`config.mk`:
```
export PLATFORM = sky130hd
export DESIGN_NAME = debounced_quadrature_decoder_top
export DESIGN_NICKNAME = d
export VERILOG_FILES = /design/src/sv/dqd_pkg.sv /design/src/sv/debounced_quadrature_decoder_top.sv /design/src/sv/dqd_front.sv /design/src/sv/dqd_queue.sv /design/src/sv/dqd_back.sv
export VERILOG_INCLUDE_DIRS = /design/src /design/src/sv
export SDC_FILE = /design/constraint.sdc
export NUM_CORES = 1
export LEC_CHECK = 0
export ABC_AREA = 1
export BUFFER_PORTS_ARGS = -buffer_cell sky130_fd_sc_hd__buf_2
export CAP_MARGIN = 20
export CORE_ASPECT_RATIO = 1.2
export CORE_UTILIZATION = 55
export DETAILED_ROUTE_END_ITERATION = 6
export PLACE_DENSITY = 0.74
export REMOVE_ABC_BUFFERS = 1
export SETUP_SLACK_MARGIN = 0.02
export SKIP_LAST_GASP = 1
export SYNTH_ARGS = -nofsm -noshare
export SYNTH_HDL_FRONTEND = slang
export SYNTH_SLANG_ARGS = --single-unit
```
`constraint.sdc`:
```
create_clock -name clk -period 9.7 [get_ports clk]
set_clock_uncertainty 0.15 [all_clocks]
set_input_delay 0.485 -clock clk [delete_from_list [all_inputs] [get_ports clk]]
set_output_delay 0.485 -clock clk [all_outputs]
set_load 0.005 [all_outputs]
```
`src/sv/debounced_quadrature_decoder_top_assert.svh`:
```
// Assertion macros used by the decoder back end.
`ifndef DEBOUNCED_QUADRATURE_DECODER_TOP_ASSERT_SVH
`define DEBOUNCED_QUADRATURE_DECODER_TOP_ASSERT_SVH

// Check a property on every clock edge outside reset.
`define DQD_ASSERT(lbl, prop, msg) \
	lbl: assert property (@(posedge clk) disable iff (!arst_n) prop) else $error(msg);

// Check a property on every clock edge, reset included.
`define DQD_ASSERT_ALWAYS(lbl, prop, msg) \
	lbl: assert property (@(posedge clk) prop) else $error(msg);

`endif

```
`src/sv/dqd_pkg.sv`:
```
`timescale 1ns / 1ps
package dqd_pkg;

	localparam int unsigned TICK_WIDTH  = 16;
	localparam int unsigned POS_WIDTH   = 16;
	localparam int unsigned IN_TDATA_W  = 8;
	localparam int unsigned OUT_TDATA_W = 24;

	localparam logic [TICK_WIDTH-1:0] DEBOUNCE_RESET = 16'd5;
	localparam logic [TICK_WIDTH-1:0] TICK_MAX       = 16'hFFFF;

	// One classified tick request as it sits in the queue.
	typedef struct packed {
		logic enc_a;
		logic enc_b;
		logic button_in;
		logic acknowledge;
		logic rise;
		logic fall;
	} dqd_item_t;

endpackage

```
`src/sv/debounced_quadrature_decoder_top.sv`:
```
`timescale 1ns / 1ps
// Channel    Dir  Handshake                  Payload
// s_axis     in   s_axis_tvalid/tready       tdata[3:0] enc_a, enc_b, button_in, acknowledge
// m_axis     out  m_axis_tvalid/tready       tdata[19:0] position, changed, clockwise, ...
// cfg        in   cfg_valid/cfg_ready        cfg_data = debounce_ticks
//
// One tick request per cycle is taken while the queue has room; its result appears in the cycle after
// it leaves the two-entry queue.
// The decoder state update is a single combinational step in the back end; that step sets the rate.
// Reset clears the counts, the wait state and the queue; debounce_ticks returns to 5.
// A stalled m_axis holds the output register while the queue takes requests until both
// of its entries are full.
module debounced_quadrature_decoder_top #(
	parameter int unsigned COUNT_WIDTH = 16
) (
	input  logic                                clk,
	input  logic                                arst_n,
	input  logic                                s_axis_tvalid,
	output logic                                s_axis_tready,
	// [0] enc_a, [1] enc_b, [2] button_in, [3] acknowledge, [7:4] zero
	input  logic [dqd_pkg::IN_TDATA_W-1:0]      s_axis_tdata,
	output logic                                m_axis_tvalid,
	input  logic                                m_axis_tready,
	// [15:0] position, [16] changed, [17] clockwise, [18] counterclockwise,
	// [19] button_level, [23:20] zero
	output logic [dqd_pkg::OUT_TDATA_W-1:0]     m_axis_tdata,
	input  logic                                cfg_valid,
	output logic                                cfg_ready,
	input  logic [dqd_pkg::TICK_WIDTH-1:0]      cfg_data
);
	import dqd_pkg::*;

	logic      fq_valid;
	logic      fq_ready;
	dqd_item_t fq_item;
	logic      qb_valid;
	logic      qb_ready;
	dqd_item_t qb_item;

	assign cfg_ready = 1'b1;

	dqd_front u_front (
		.clk      (clk),
		.arst_n   (arst_n),
		.in_valid (s_axis_tvalid),
		.in_data  (s_axis_tdata),
		.q_ready  (fq_ready),
		.in_ready (s_axis_tready),
		.q_valid  (fq_valid),
		.q_item   (fq_item)
	);

	dqd_queue u_queue (
		.clk        (clk),
		.arst_n     (arst_n),
		.push_valid (fq_valid),
		.push_item  (fq_item),
		.push_ready (fq_ready),
		.pop_valid  (qb_valid),
		.pop_item   (qb_item),
		.pop_ready  (qb_ready)
	);

	dqd_back #(
		.COUNT_WIDTH (COUNT_WIDTH)
	) u_back (
		.clk       (clk),
		.arst_n    (arst_n),
		.cfg_valid (cfg_valid),
		.cfg_data  (cfg_data),
		.q_valid   (qb_valid),
		.q_item    (qb_item),
		.q_ready   (qb_ready),
		.out_valid (m_axis_tvalid),
		.out_data  (m_axis_tdata),
		.out_ready (m_axis_tready)
	);

endmodule

```
`src/sv/dqd_front.sv`:
```
`timescale 1ns / 1ps
module dqd_front (
	input  logic                                clk,
	input  logic                                arst_n,
	input  logic                                in_valid,
	input  logic [dqd_pkg::IN_TDATA_W-1:0]      in_data,
	input  logic                                q_ready,
	output logic                                in_ready,
	output logic                                q_valid,
	output dqd_pkg::dqd_item_t                  q_item
);
	import dqd_pkg::*;

	logic prev_a_q;
	logic accept;

	assign in_ready = q_ready;
	assign q_valid  = in_valid;
	assign accept   = in_valid & q_ready;

	// Classify the A edge against the previous tick
	always_comb begin
		q_item.enc_a       = in_data[0];
		q_item.enc_b       = in_data[1];
		q_item.button_in   = in_data[2];
		q_item.acknowledge = in_data[3];
		q_item.rise        = ~prev_a_q & in_data[0];
		q_item.fall        = prev_a_q & ~in_data[0];
	end

	// Track A on every accepted request
	always_ff @(posedge clk or negedge arst_n) begin
		if (!arst_n) begin
			prev_a_q <= 1'b0;
		end else if (accept) begin
			prev_a_q <= in_data[0];
		end
	end

endmodule

```
`src/sv/dqd_queue.sv`:
```
`timescale 1ns / 1ps
module dqd_queue (
	input  logic               clk,
	input  logic               arst_n,
	input  logic               push_valid,
	input  dqd_pkg::dqd_item_t push_item,
	output logic               push_ready,
	output logic               pop_valid,
	output dqd_pkg::dqd_item_t pop_item,
	input  logic               pop_ready
);
	import dqd_pkg::*;

	dqd_item_t  mem_q [2];
	logic       wr_ptr_q;
	logic       rd_ptr_q;
	logic [1:0] cnt_q;
	logic       push;
	logic       pop;

	assign push_ready = (cnt_q != 2'd2);
	assign pop_valid  = (cnt_q != 2'd0);
	assign pop_item   = mem_q[rd_ptr_q];
	assign push       = push_valid & push_ready;
	assign pop        = pop_valid & pop_ready;

	// Store an entry
	always_ff @(posedge clk) begin
		if (push) begin
			mem_q[wr_ptr_q] <= push_item;
		end
	end

	// Advance pointers and fill count
	always_ff @(posedge clk or negedge arst_n) begin
		if (!arst_n) begin
			wr_ptr_q <= 1'b0;
			rd_ptr_q <= 1'b0;
			cnt_q    <= 2'd0;
		end else begin
			if (push) begin
				wr_ptr_q <= ~wr_ptr_q;
			end
			if (pop) begin
				rd_ptr_q <= ~rd_ptr_q;
			end
			case ({push, pop})
				2'b10:   cnt_q <= cnt_q + 2'd1;
				2'b01:   cnt_q <= cnt_q - 2'd1;
				default: cnt_q <= cnt_q;
			endcase
		end
	end

endmodule

```
`src/sv/dqd_back.sv`:
```
`timescale 1ns / 1ps
module dqd_back #(
	parameter int unsigned COUNT_WIDTH = 16
) (
	input  logic                                clk,
	input  logic                                arst_n,
	input  logic                                cfg_valid,
	input  logic [dqd_pkg::TICK_WIDTH-1:0]      cfg_data,
	input  logic                                q_valid,
	input  dqd_pkg::dqd_item_t                  q_item,
	output logic                                q_ready,
	output logic                                out_valid,
	output logic [dqd_pkg::OUT_TDATA_W-1:0]     out_data,
	input  logic                                out_ready
);
	import dqd_pkg::*;

	localparam logic [COUNT_WIDTH-1:0] CNT_ONE = COUNT_WIDTH'(1);

	logic [TICK_WIDTH-1:0]  debounce_q;
	logic [COUNT_WIDTH-1:0] cnt_q;
	logic [COUNT_WIDTH-1:0] ref_q;
	logic                   pol_q;
	logic                   pend_q;
	logic [TICK_WIDTH-1:0]  wt_q;
	logic                   out_valid_q;
	logic [OUT_TDATA_W-1:0] out_data_q;

	logic                   pop;
	logic [TICK_WIDTH-1:0]  wt_inc;
	logic                   fire;
	logic                   armed;
	logic [COUNT_WIDTH-1:0] cnt_nxt;
	logic [COUNT_WIDTH-1:0] ref_mid;
	logic                   pol_nxt;
	logic                   pend_nxt;
	logic [TICK_WIDTH-1:0]  wt_nxt;
	logic [POS_WIDTH-1:0]   pos;

	assign q_ready   = ~out_valid_q | out_ready;
	assign pop       = q_valid & q_ready;
	assign out_valid = out_valid_q;
	assign out_data  = out_data_q;

	// Step the debounce wait and the position for one tick
	always_comb begin
		wt_inc   = (wt_q != TICK_MAX) ? (wt_q + 16'd1) : wt_q;
		fire     = pend_q & (wt_inc >= debounce_q);
		armed    = ~pend_q & (pol_q ? q_item.fall : q_item.rise);
		cnt_nxt  = cnt_q;
		ref_mid  = ref_q;
		pol_nxt  = pol_q;
		pend_nxt = pend_q;
		wt_nxt   = wt_q;
		if (pend_q) begin
			wt_nxt = wt_inc;
			if (fire) begin
				ref_mid  = cnt_q;
				cnt_nxt  = (q_item.enc_a != q_item.enc_b) ? (cnt_q + CNT_ONE)
					: (cnt_q - CNT_ONE);
				pol_nxt  = ~pol_q;
				pend_nxt = 1'b0;
				wt_nxt   = '0;
			end
		end else if (armed) begin
			pend_nxt = 1'b1;
			wt_nxt   = '0;
		end
	end

	// Fit the count to the 16-bit position field
	if (COUNT_WIDTH >= POS_WIDTH) begin : g_pos_trunc
		assign pos = cnt_nxt[POS_WIDTH-1:0];
	end else begin : g_pos_ext
		assign pos = POS_WIDTH'($signed(cnt_nxt));
	end

	// Hold the debounce register
	always_ff @(posedge clk or negedge arst_n) begin
		if (!arst_n) begin
			debounce_q <= DEBOUNCE_RESET;
		end else if (cfg_valid) begin
			debounce_q <= cfg_data;
		end
	end

	// Commit decoder state on each popped request
	always_ff @(posedge clk or negedge arst_n) begin
		if (!arst_n) begin
			cnt_q  <= '0;
			ref_q  <= '0;
			pol_q  <= 1'b0;
			pend_q <= 1'b0;
			wt_q   <= '0;
		end else if (pop) begin
			cnt_q  <= cnt_nxt;
			ref_q  <= q_item.acknowledge ? cnt_nxt : ref_mid;
			pol_q  <= pol_nxt;
			pend_q <= pend_nxt;
			wt_q   <= wt_nxt;
		end
	end

	// Output register: load on pop, drop when taken
	always_ff @(posedge clk or negedge arst_n) begin
		if (!arst_n) begin
			out_valid_q <= 1'b0;
		end else if (pop) begin
			out_valid_q <= 1'b1;
		end else if (out_ready) begin
			out_valid_q <= 1'b0;
		end
	end

	always_ff @(posedge clk) begin
		if (pop) begin
			out_data_q <= {4'd0,
				q_item.button_in,
				($signed(cnt_nxt) < $signed(ref_mid)),
				($signed(ref_mid) < $signed(cnt_nxt)),
				(cnt_nxt != ref_mid),
				pos};
		end
	end

	`include "debounced_quadrature_decoder_top_assert.svh"

	`DQD_ASSERT(a_idle_wait_clear, (!pend_q |-> (wt_q == '0)), "wait count set while idle")
	`DQD_ASSERT(a_pop_loads_out, (pop |=> out_valid_q), "popped request left no result")
	`DQD_ASSERT(a_step_flips_pol, ((cnt_q != $past(cnt_q)) |-> (pol_q != $past(pol_q))), "step without polarity flip")
	`DQD_ASSERT(a_stall_holds, ((out_valid_q && !out_ready) |=> (out_valid_q && $stable(out_data_q))), "stalled result changed")

endmodule

```
==> results of run 1 <==
==> area by class of cell <==
type | count | area (um^2)
fill | 1097 | 4650
multi-input combinational | 632 | 3410
sequential | 104 | 2770
inverter | 125 | 472
timing repair buffer | 49 | 255
clock buffer | 9 | 225
tap | 161 | 201
clock inverter | 7 | 78.8
==> worst min-delay path by stage <==
stage / startpoint / end / slack (ns) / depth (start not counted)
after floorplan: arst_n / u_back.cnt_q[0] / 0.04 / 0
after global placement: u_back.ref_q[0] / u_back.ref_q[0] / 0.31 / 2
after detailed placement: u_back.ref_q[8] / u_back.ref_q[8] / 0.32 / 2
after CTS: m_axis_tready / u_back.out_valid / 0.16 / 2
after global routing: s_axis_tdata[1] / u_queue.mem_q[1][4] / 0.16 / 1
final: arst_n / u_back.debounce_q[6] / 0.14 / 1
==> Yosys cell counts, types with 2 or more instances <==
cell	instances	area share (%)
inv_2	6	0.33
buf_4	12	1.3
ha_1	48	8.8
a21oi_1	30	2.2
and2_1	17	1.6
xnor2_1	2	0.26
buf_6	3	0.50
nand2_1	276	15
nor2_2	3	0.28
dfrtp_1	70	26
o21ai_0	39	2.9
nand4_1	8	0.74
nor4_1	3	0.28
nand2_4	2	0.33
clkbuf_1	5	0.28
o22ai_1	13	1.2
o21ai_2	3	0.39
nor2_4	2	0.33
nand3_2	2	0.29
inv_1	118	6.5
conb_1	2	0.11
dfstp_2	2	0.77
nand3_1	108	8.0
edfxtp_1	32	14
buf_2	7	0.52
nor3_2	2	0.29
o21ai_1	5	0.37
nor2_1	29	1.6
nand2_2	3	0.28
nor3_1	6	0.44
o22ai_2	2	0.37
xor2_1	15	1.9
==> placed cells by master (no fill, tap or decap), drive strengths merged, types with 2 or more instances in the layout <==
master	synthesis	layout
clkinv	0	3
ha	48	48
o22ai	15	15
a21oi	31	31
buf	22	49
xnor2	2	2
nor3	8	8
clkbuf	5	9
and2	17	17
nand2	282	282
conb	2	5
dfrtp	70	70
dfstp	2	2
inv	125	127
nand3	110	110
edfxtp	32	32
nor2	35	35
nor4	3	3
nand4	8	8
xor2	15	15
o21ai	47	47
==> flip-flops by register name (all words and copies together), names as in the netlist <==
signal	cells
u_back.cnt_q	16
u_back.debounce_q	16
u_back.out_data	20
u_back.out_valid	1
u_back.pend_q	1
u_back.pol_q	1
u_back.ref_q	16
u_back.wt_q	16
u_front.prev_a_q	1
u_queue.cnt_q	2
u_queue.mem_q	12
u_queue.rd_ptr_q	1
u_queue.wr_ptr_q	1
==> power groups by stage <==
stage	Combinational [W]	Sequential, W	Clock (W)
6_report	0.00169	0.000769	0.000376
3_3_place_gp	0.00165	0.000772	0
3_5_place_dp	0.00167	0.000774	0
5_1_grt	0.00196	0.000788	0.000398
4_1_cts	0.00169	0.000767	0.000382
2_1_floorplan	0.00125	0.000765	0
==> worst reg2reg max path, cell delays in order (launching register included) <==
cell and delay [ns]:
dfrtp_1 0.43, ha_1 0.24, nand3_2 0.12, nor2_4 0.14, nand2_2 0.09, nor2_2 0.13, nand2_2 0.09, nor2_4 0.13
nor2_1 0.07, xor2_1 0.21, inv_1 0.07, ha_1 0.29, nand4_1 0.07, nor2_1 0.29, nand2_4 0.11, nand2_4 0.31
nand2_8 0.27, nand2_1 0.15, nand2_1 0.08, ha_1 0.36, nand2_1 0.08, inv_1 0.06, nand3_1 0.11, nor3_1 0.37
o21ai_0 0.21, nand2_1 0.11, xor2_1 0.20, a21oi_1 0.06
==> routing by layer <==
layer	vias up	share of wire [%]	track usage [%]
met5	-	0	0
met4	0	2.9	11.7
met1	2678	43	28.9
met3	30	3.3	3.70
li1	2937	-	-
met2	118	51	44.5
==> cell families after synthesis <==
family	count (synthesis)	share of synthesized area, %
and+or+nand+nor	465	30.4
buffers and inverters	152	9.55
DFF	104	40.7
AOI/OAI and AO/OA	94	7.62
adders and majority gates	49	9.13
xor gates and xnor gates	17	2.19
other	2	0.110
muxes	2	0.313
==> per-stage QoR <==
stage | util, % | instances | total power [W] | worst slack [ns] | hold slack [ns]
2_1_floorplan | - | 861 | 0.00202 | 5.32 | 0.0394
3_3_place_gp | 58.9 | 1071 | 0.00242 | 4.55 | 0.311
3_5_place_dp | 58.9 | 1071 | 0.00245 | 4.50 | 0.315
4_1_cts | 61.4 | 1087 | 0.00284 | 4.50 | 0.157
5_1_grt | 61.4 | 1087 | 0.00314 | 4.03 | 0.159
6_report | 61.4 | 1087 | 0.00283 | 4.45 | 0.141
==> impl_metrics.env, run 1 <==
export IMPL_outcome="completed"
export IMPL_finalHoldViolCount=0
export IMPL_die_area_um2=12800
export IMPL_crit_start="u_back.wt_q[0]"
export IMPL_power_leakage_nw=3.90
export IMPL_r2r_slack_ns=4.45
export IMPL_drc_errors=0
export IMPL_area_growth_pct=8.91
export IMPL_ir_drop_uv=296
export IMPL_drive_gt1_share_pct=10.5
export IMPL_rr_endpoint="u_back.out_data[17]"
export IMPL_die_w_um=103
export IMPL_first_pass_iters=6
export IMPL_async_flop_share_pct=69.2
export IMPL_r2r_start="u_back.wt_q[0]"
export IMPL_tightest_slew_ns=0.996
export IMPL_numCtsBuffers=9
export IMPL_critPathBufInv=2
export IMPL_viasPerCell=5.30
export IMPL_crit_path_end_kind="flip-flop"
export IMPL_fmax_mhz=190
export IMPL_synth_cell_types=42
export IMPL_rsz0062_at_grt="no"
export IMPL_grt_pass1_wl_um=24400
export IMPL_cts_resized=0
export IMPL_power_switching_w=0.00138
export IMPL_cts_tree="built"
export IMPL_final_area_um2=7400
export IMPL_cap_violations=0
export IMPL_powerDensity_nw_per_um2=383
export IMPL_finalCritPeriodShare_pct=54.1
export IMPL_syn_area_um2=6800
export IMPL_slowest_delay_ns=0.43
export IMPL_switching_share_pct=48.7
export IMPL_crit_type="reg2reg"
export IMPL_gp_congestion=0.940
export IMPL_numPortBuffers=46
export IMPL_cp_arrival_ns=5.19
export IMPL_wl_per_cell_um=13.5
export IMPL_p_comb_share_pct=59.6
export IMPL_tns_ns=0
export IMPL_gr_total_overflow=0
export IMPL_crit_required_ns=9.64
export IMPL_cts_setup_buffers=0
export IMPL_path_depth=27
export IMPL_seq_area_frac_synth_pct=40.7
export IMPL_timing_slew_headroom_pct=33.5
export IMPL_cts_hold_buf=0
export IMPL_cts_htree_levels=3
export IMPL_synth_cells=885
export IMPL_cts_root_buf="clkbuf_16"
export IMPL_crit_family="simple AND/OR/NAND/NOR gates"
export IMPL_grt_max_degree=73
export IMPL_p_int_w=0.00145
export IMPL_drt_initial_drc_count=259
export IMPL_ys_warn_count=0
export IMPL_cts_sinks=104
export IMPL_crit_slowest_cell="dfrtp_1"
export IMPL_dpl_cell_area_um2=7100
export IMPL_boundaryPins=56
export IMPL_clkPwrFrac_pct=13.3
export IMPL_syn_area_per_cell_um2=7.68
export IMPL_rows=44
export IMPL_num_vias=5763
export IMPL_pwr_share_seq_pct=27.1
export IMPL_cp_start_kind="flip-flop"
export IMPL_core_um2=12100
export IMPL_setup_viol=0
export IMPL_ant_nets=0
export IMPL_drv_slew=0
export IMPL_grt_pass1_vias=5382
export IMPL_critPathMaxFanout=33
export IMPL_die_h_um=124
export IMPL_clk_latency_ns=0.36
export IMPL_grt_use_total_pct=24.9
export IMPL_ys_ff_latch=104
export IMPL_cp_common_cell="nand2_1"
export IMPL_diodes=0
export IMPL_period_needed_ns=5.25
export IMPL_dp_hpwl_um=10200
export IMPL_path_clk_slew_ns=0.07
export IMPL_antenna_found_initial=0
export IMPL_clockBufferDepth=2
export IMPL_routed_wl_um=14700
export IMPL_synth_ff_type="dfrtp_1"
export IMPL_start_util_pct=56.4
export IMPL_finish_net_count=999
export IMPL_cp_endpoint="u_back.out_data[17]"
export IMPL_r2r_cells=27
export IMPL_hold_path_class="in2async"
export IMPL_synth_edf_count=32
No activity file was read; power rests on OpenSTA's default activity.
==> run 2, diff against run 1 <==
==> constraint.sdc (replaced) <==
create_clock -name clk -period 4.9 [get_ports clk]
set_clock_uncertainty 0.15 [all_clocks]
set_input_delay 0.245 -clock clk [delete_from_list [all_inputs] [get_ports clk]]
set_output_delay 0.245 -clock clk [all_outputs]
set_load 0.005 [all_outputs]
==> run 2 against run 1 <==
Critical path depth decreased by 1. Hold slack got worse by 0.12 ns. Register-to-register slack got worse by 4.1 ns. Maximum frequency increased by 16%. Sequential power increased by 99%. Sequential share of layout area decreased by 1.7 points. Non-clock buffer count increased by 29. Cell area increased by 4.8%. Combinational power increased by 110%. Critical endpoint unchanged. Largest cell class unchanged.
==> impl_metrics.env, run 2 (same netlist as run 1, synthesis figures left out) <==
export IMPL_outcome="completed"
export IMPL_ir_drop_uv=463
export IMPL_rows=44
export IMPL_cts_root_buf="clkbuf_16"
export IMPL_final_area_um2=7760
export IMPL_drt_initial_drc_count=257
export IMPL_p_comb_share_pct=60.0
export IMPL_final_cell_mix="nand2_1, inv_1, nand3_1"
export IMPL_hold_depth=3
export IMPL_slowest_delay_ns=0.41
export IMPL_path_depth=26
export IMPL_first_pass_iters=7
export IMPL_gr_total_overflow=0
export IMPL_clockBufferDepth=2
export IMPL_grtUsageMet1_pct=29.9
export IMPL_grt_pass1_wl_um=24700
export IMPL_boundaryPins=56
export IMPL_hold_path_class="in2reg"
export IMPL_drv_slew=0
export IMPL_timing_slew_headroom_pct=34.4
export IMPL_clk_latency_ns=0.36
export IMPL_wl_per_cell_um=13.8
export IMPL_routed_wl_um=15400
export IMPL_finalHoldViolCount=0
export IMPL_viasPerCell=5.38
export IMPL_drc_errors=0
export IMPL_finish_net_count=1028
export IMPL_fin_util_pct=64.4
export IMPL_die_h_um=124
export IMPL_drive_gt1_share_pct=11.5
export IMPL_clkPwrFrac_pct=13.9
export IMPL_pwr_share_seq_pct=26.0
export IMPL_r2r_cells=26
export IMPL_switching_share_pct=48.3
export IMPL_largest_reg_flops=20
export IMPL_numPortBuffers=46
export IMPL_critPathMaxFanout=19
export IMPL_period_needed_ns=4.54
export IMPL_tightest_slew_ns=0.983
export IMPL_ant_nets=0
export IMPL_gp_congestion=0.940
export IMPL_cts_tree="built"
export IMPL_powerDensity_nw_per_um2=757
export IMPL_fmax_mhz=220
export IMPL_diodes=0
export IMPL_start_util_pct=56.4
export IMPL_crit_type="reg2reg"
export IMPL_power_switching_w=0.00284
export IMPL_finalCritPeriodShare_pct=92.7
export IMPL_die_area_um2=12800
export IMPL_dpl_cell_area_um2=7150
export IMPL_antenna_found_initial=0
export IMPL_core_um2=12100
export IMPL_dp_hpwl_um=10400
export IMPL_final_common_cell="nand2_1"
export IMPL_crit_required_ns=4.85
export IMPL_area_growth_pct=14.2
export IMPL_cp_arrival_ns=4.50
export IMPL_grt_max_degree=73
export IMPL_crit_family="simple AND/OR/NAND/NOR gates"
export IMPL_critPathBufInv=3
export IMPL_power_leakage_nw=4.07
export IMPL_cts_htree_levels=3
export IMPL_grt_use_total_pct=25.3
export IMPL_die_w_um=103
export IMPL_grt_pass1_vias=5578
export IMPL_cap_violations=0
export IMPL_crit_path_end_kind="flip-flop"
export IMPL_setup_viol=0
export IMPL_crit_slowest_cell="dfrtp_2"
export IMPL_use_met3_pct=3.98
export IMPL_cp_start_kind="flip-flop"
export IMPL_numCtsBuffers=9
export IMPL_path_clk_slew_ns=0.07
export IMPL_p_int_w=0.00304
export IMPL_num_vias=5999
export IMPL_hold_slack_ns=0.0192
export IMPL_top_usage_layer="met2"
export IMPL_grt_use_met2_pct=44.5
export IMPL_cts_sinks=104
run 2: cell types whose count changed in the layout (fill, tap and decap cells not counted), moves of 2 or more:
| cell | delta |
|---|---|
| clkinv_4 | -2 |
| o21ai_0 | -2 |
| inv_6 | +2 |
| buf_4 | +4 |
| o21ai_1 | +2 |
| dlygate4sd3_1 | +22 |
run 2: path summary, 6_finish.rpt:
kind,start,endpoint,slack [ns]
max in group asynchronous,arst_n,u_back.wt_q[0],3.51
worst max-delay path,u_back.wt_q[0],u_back.out_data[17],0.36
worst max register to register,u_back.wt_q[0],u_back.out_data[17],0.36
worst min-delay path,s_axis_tvalid,u_queue.wr_ptr_q,0.02
worst min register to register,u_back.ref_q[11],u_back.ref_q[11],0.33
min in group asynchronous,arst_n,u_back.debounce_q[6],0.43
run 2: stage by stage:
step	instances	power [W]	worst slack [ns]	setup TNS [ns]
after floorplan	861	0.00400	0.566	0
after global placement	1076	0.00485	0.268	0
after detailed placement	1076	0.00493	0.167	0
after CTS	1114	0.00580	0.148	0
after global routing	1116	0.00646	-0.00948	-0.00948
final	1116	0.00587	0.356	0
run 2: what timing repair did:
item / 4_1_cts / 5_1_grt
hold buffers: 22 / 0
buffers inserted: 0 / 1
endpoints found under the hold margin: 95 / 0
gates resized for setup: 0 / 9
endpoints found under the setup margin: 0 / 2
run 2: area by class of cell:
cell class              instances  area, um^2
inverters                     125         472
well taps                     161         201
multi-input cells             632        3430
fillers                      1051        4300
clock inverters                 7         109
repair buffers                 78         562
clock buffers                   9         225
flip-flops and latches        104        2770
run 2: worst reg2reg max path, delay by kind of cell, from the launching register on:
| family | cells | cell delay [ns] |
|---|---|---|
| AND/OR/NAND/NOR | 14 | 1.64 |
| flip-flops | 1 | 0.41 |
| buffers and inverters | 3 | 0.44 |
| adder cells (fa/ha/maj) | 3 | 0.79 |
| AO/OA/AOI/OAI | 4 | 0.52 |
| XOR/XNOR | 2 | 0.35 |
run 2: per-layer routing:
layer  part of all wire, %  wire length, um
met2                    50             7690
met1                    43             6560
met5                     0                0
met4                   3.1              481
met3                   4.1              632
run 2: power groups by stage:
stage / registers [W] / logic [W] / clock network (W)
after floorplan: 0.00151 / 0.00248 / 0
after global routing: 0.00157 / 0.00403 / 0.000862
after global placement: 0.00153 / 0.00332 / 0
after detailed placement: 0.00154 / 0.00339 / 0
final: 0.00153 / 0.00353 / 0.000819
after CTS: 0.00152 / 0.00344 / 0.000830
==> run 3, diff against run 2 <==
--- a/config.mk
+++ b/config.mk
@@ -13,7 +13,6 @@
 export CORE_UTILIZATION = 55
 export DETAILED_ROUTE_END_ITERATION = 6
 export PLACE_DENSITY = 0.74
-export REMOVE_ABC_BUFFERS = 1
 export SETUP_SLACK_MARGIN = 0.02
 export SKIP_LAST_GASP = 1
 export SYNTH_ARGS = -nofsm -noshare
==> run 3 against run 2 <==
Setup slack worse by 0.042 ns. Cell area up 0.79%. Sequential cell count unchanged. Die area unchanged. Sequential power about the same. Register-to-register slack worse by 0.04 ns. Largest cell class unchanged.
==> impl_metrics.env, run 3 (same netlist as run 1, synthesis figures left out) <==
export IMPL_outcome="completed"
export IMPL_timing_slew_headroom_pct=36.3
export IMPL_total_power_w=0.00590
export IMPL_path_clk_slew_ns=0.07
export IMPL_antenna_found_initial=0
export IMPL_dp_hpwl_um=10800
export IMPL_cp_arrival_ns=4.54
export IMPL_ant_nets=0
export IMPL_grt_use_total_pct=25.4
export IMPL_gr_total_overflow=0
export IMPL_numCtsBuffers=9
export IMPL_grt_pass1_wl_um=25100
export IMPL_holdCritStartpoint="cfg_valid"
export IMPL_finalHoldViolCount=0
export IMPL_die_h_um=124
export IMPL_period_needed_ns=4.59
export IMPL_clockBufferDepth=2
export IMPL_crit_path_end_kind="flip-flop"
export IMPL_rows=44
export IMPL_gp_congestion=0.921
export IMPL_hold_path_class="in2reg"
export IMPL_area_growth_pct=15.1
export IMPL_powerDensity_nw_per_um2=754
export IMPL_ir_drop_uv=275
export IMPL_finish_net_count=1036
export IMPL_clk_latency_ns=0.35
export IMPL_drt_initial_drc_count=393
export IMPL_tightest_slew_ns=0.955
export IMPL_nFillCells=1045
export IMPL_cp_start_kind="flip-flop"
export IMPL_fmax_mhz=218
export IMPL_boundaryPins=56
export IMPL_setup_viol=0
export IMPL_viasPerCell=5.22
export IMPL_r2r_slack_ns=0.31
export IMPL_tns_ns=0
export IMPL_grt_max_degree=73
export IMPL_finalCritPeriodShare_pct=93.6
export IMPL_crit_type="reg2reg"
export IMPL_largest_reg_flops=20
export IMPL_rr_endpoint="u_back.out_data[17]"
export IMPL_multi_input_area_um2=3440
export IMPL_crit_required_ns=4.85
export IMPL_drc_errors=0
export IMPL_routed_wl_um=15300
export IMPL_final_common_cell="nand2_1"
export IMPL_cap_violations=0
export IMPL_dpl_cell_count=1073
export IMPL_r2r_start="u_back.wt_q[0]"
export IMPL_final_cell_mix="nand2_1, inv_1, nand3_1"
export IMPL_cts_htree_levels=3
export IMPL_holdPathEnd="u_back.debounce_q[2]"
export IMPL_diodes=0
export IMPL_cts_sinks=104
export IMPL_final_cells=1124
export IMPL_numPortBuffers=46
export IMPL_drive_gt1_share_pct=12.0
export IMPL_grt_pass1_vias=5463
export IMPL_r2r_cells=27
export IMPL_num_vias=5868
export IMPL_die_w_um=103
export IMPL_cts_tree="built"
export IMPL_hold_depth=3
export IMPL_first_pass_iters=5
export IMPL_core_um2=12100
export IMPL_drv_slew=0
export IMPL_power_leakage_nw=4.10
export IMPL_wl_per_cell_um=13.6
export IMPL_cts_root_buf="clkbuf_16"
export IMPL_die_area_um2=12800
export IMPL_start_util_pct=56.4
export IMPL_fin_util_pct=64.9
export IMPL_critPathMaxFanout=9
export IMPL_ff_latch_area_um2=2770
==> run 3: critical path, stage by stage, from the launching register on <==
cell and delay [ns]:
dfrtp_2 0.41, ha_1 0.22, nand3_2 0.12, nor2_4 0.14
nand2_2 0.09, nor2_2 0.12, nand2_2 0.09, nor2_4 0.12
nor2_1 0.06, xor2_1 0.20, inv_1 0.08, ha_1 0.29
nand3_1 0.09, a21oi_1 0.08, nor2_2 0.21, nand2_4 0.18
nand2_8 0.16, nand2_1 0.10, and2_1 0.16, ha_1 0.33
nand2_1 0.08, inv_1 0.05, nand3_1 0.09, nor3_2 0.25
o21ai_0 0.12, nand2_1 0.08, xor2_1 0.21, a21oi_1 0.06
==> run 3: metal layers <==
metal	global-route usage, %	share of wire (%)	vias to the layer above
met5	0	0	-
met4	8.98	2.2	0
met3	3.37	3.4	25
met2	45.5	51	132
met1	31.0	44	2694
li1	-	-	3017
==> run 3: power breakdown <==
part	switching [W]	internal, W	total (W)	leakage (nW)
Clock	0.000338	0.000506	0.000844	0.172
Combinational	0.00224	0.00127	0.00351	2.72
Sequential	0.000236	0.00131	0.00154	1.21
Total	0.00281	0.00309	0.00590	4.10
==> run 3: how the worst max path moves through the flow <==
stage	from	to	slack [ns]	depth (start not counted)
final	u_back.wt_q[0]	u_back.out_data[17]	0.31	27
after global routing	u_back.wt_q[0]	u_back.out_data[17]	-0.02	32
after CTS	u_back.wt_q[0]	u_back.out_data[17]	0.14	27
after detailed placement	u_back.wt_q[0]	u_back.out_data[17]	0.19	27
after global placement	u_back.wt_q[0]	u_back.out_data[17]	0.33	27
after floorplan	u_back.wt_q[0]	u_back.out_data[17]	0.75	27
==> run 3: final cells by class <==
type,count,share of cell area (%)
Timing Repair Buffer,84,7.52
Multi-Input combinational cell,634,44.0
Clock buffer,9,2.88
Tap cell,161,2.58
Clock inverter,7,1.63
Sequential cell,104,35.4
Inverter,125,6.03
==> run 3: what timing repair did <==
item / 4_1_cts / 5_1_grt
hold endpoints to repair: 96 / 0
buffers inserted: 0 / 10
setup endpoints to repair: 0 / 2
hold buffers: 23 / 0
resized for setup: 0 / 5
==> run 3: per-stage QoR <==
| stage | worst slack, ns | cell area, um^2 | hold slack [ns] |
|---|---|---|---|
| CTS | 0.137 | 7700 | 0.197 |
| finish | 0.314 | 7820 | 0.200 |
| detailed placement | 0.187 | 7110 | 0.293 |
| global route | -0.0164 | 7820 | 0.252 |
| global placement | 0.327 | 7110 | 0.285 |
| floorplan | 0.753 | 6810 | -0.201 |
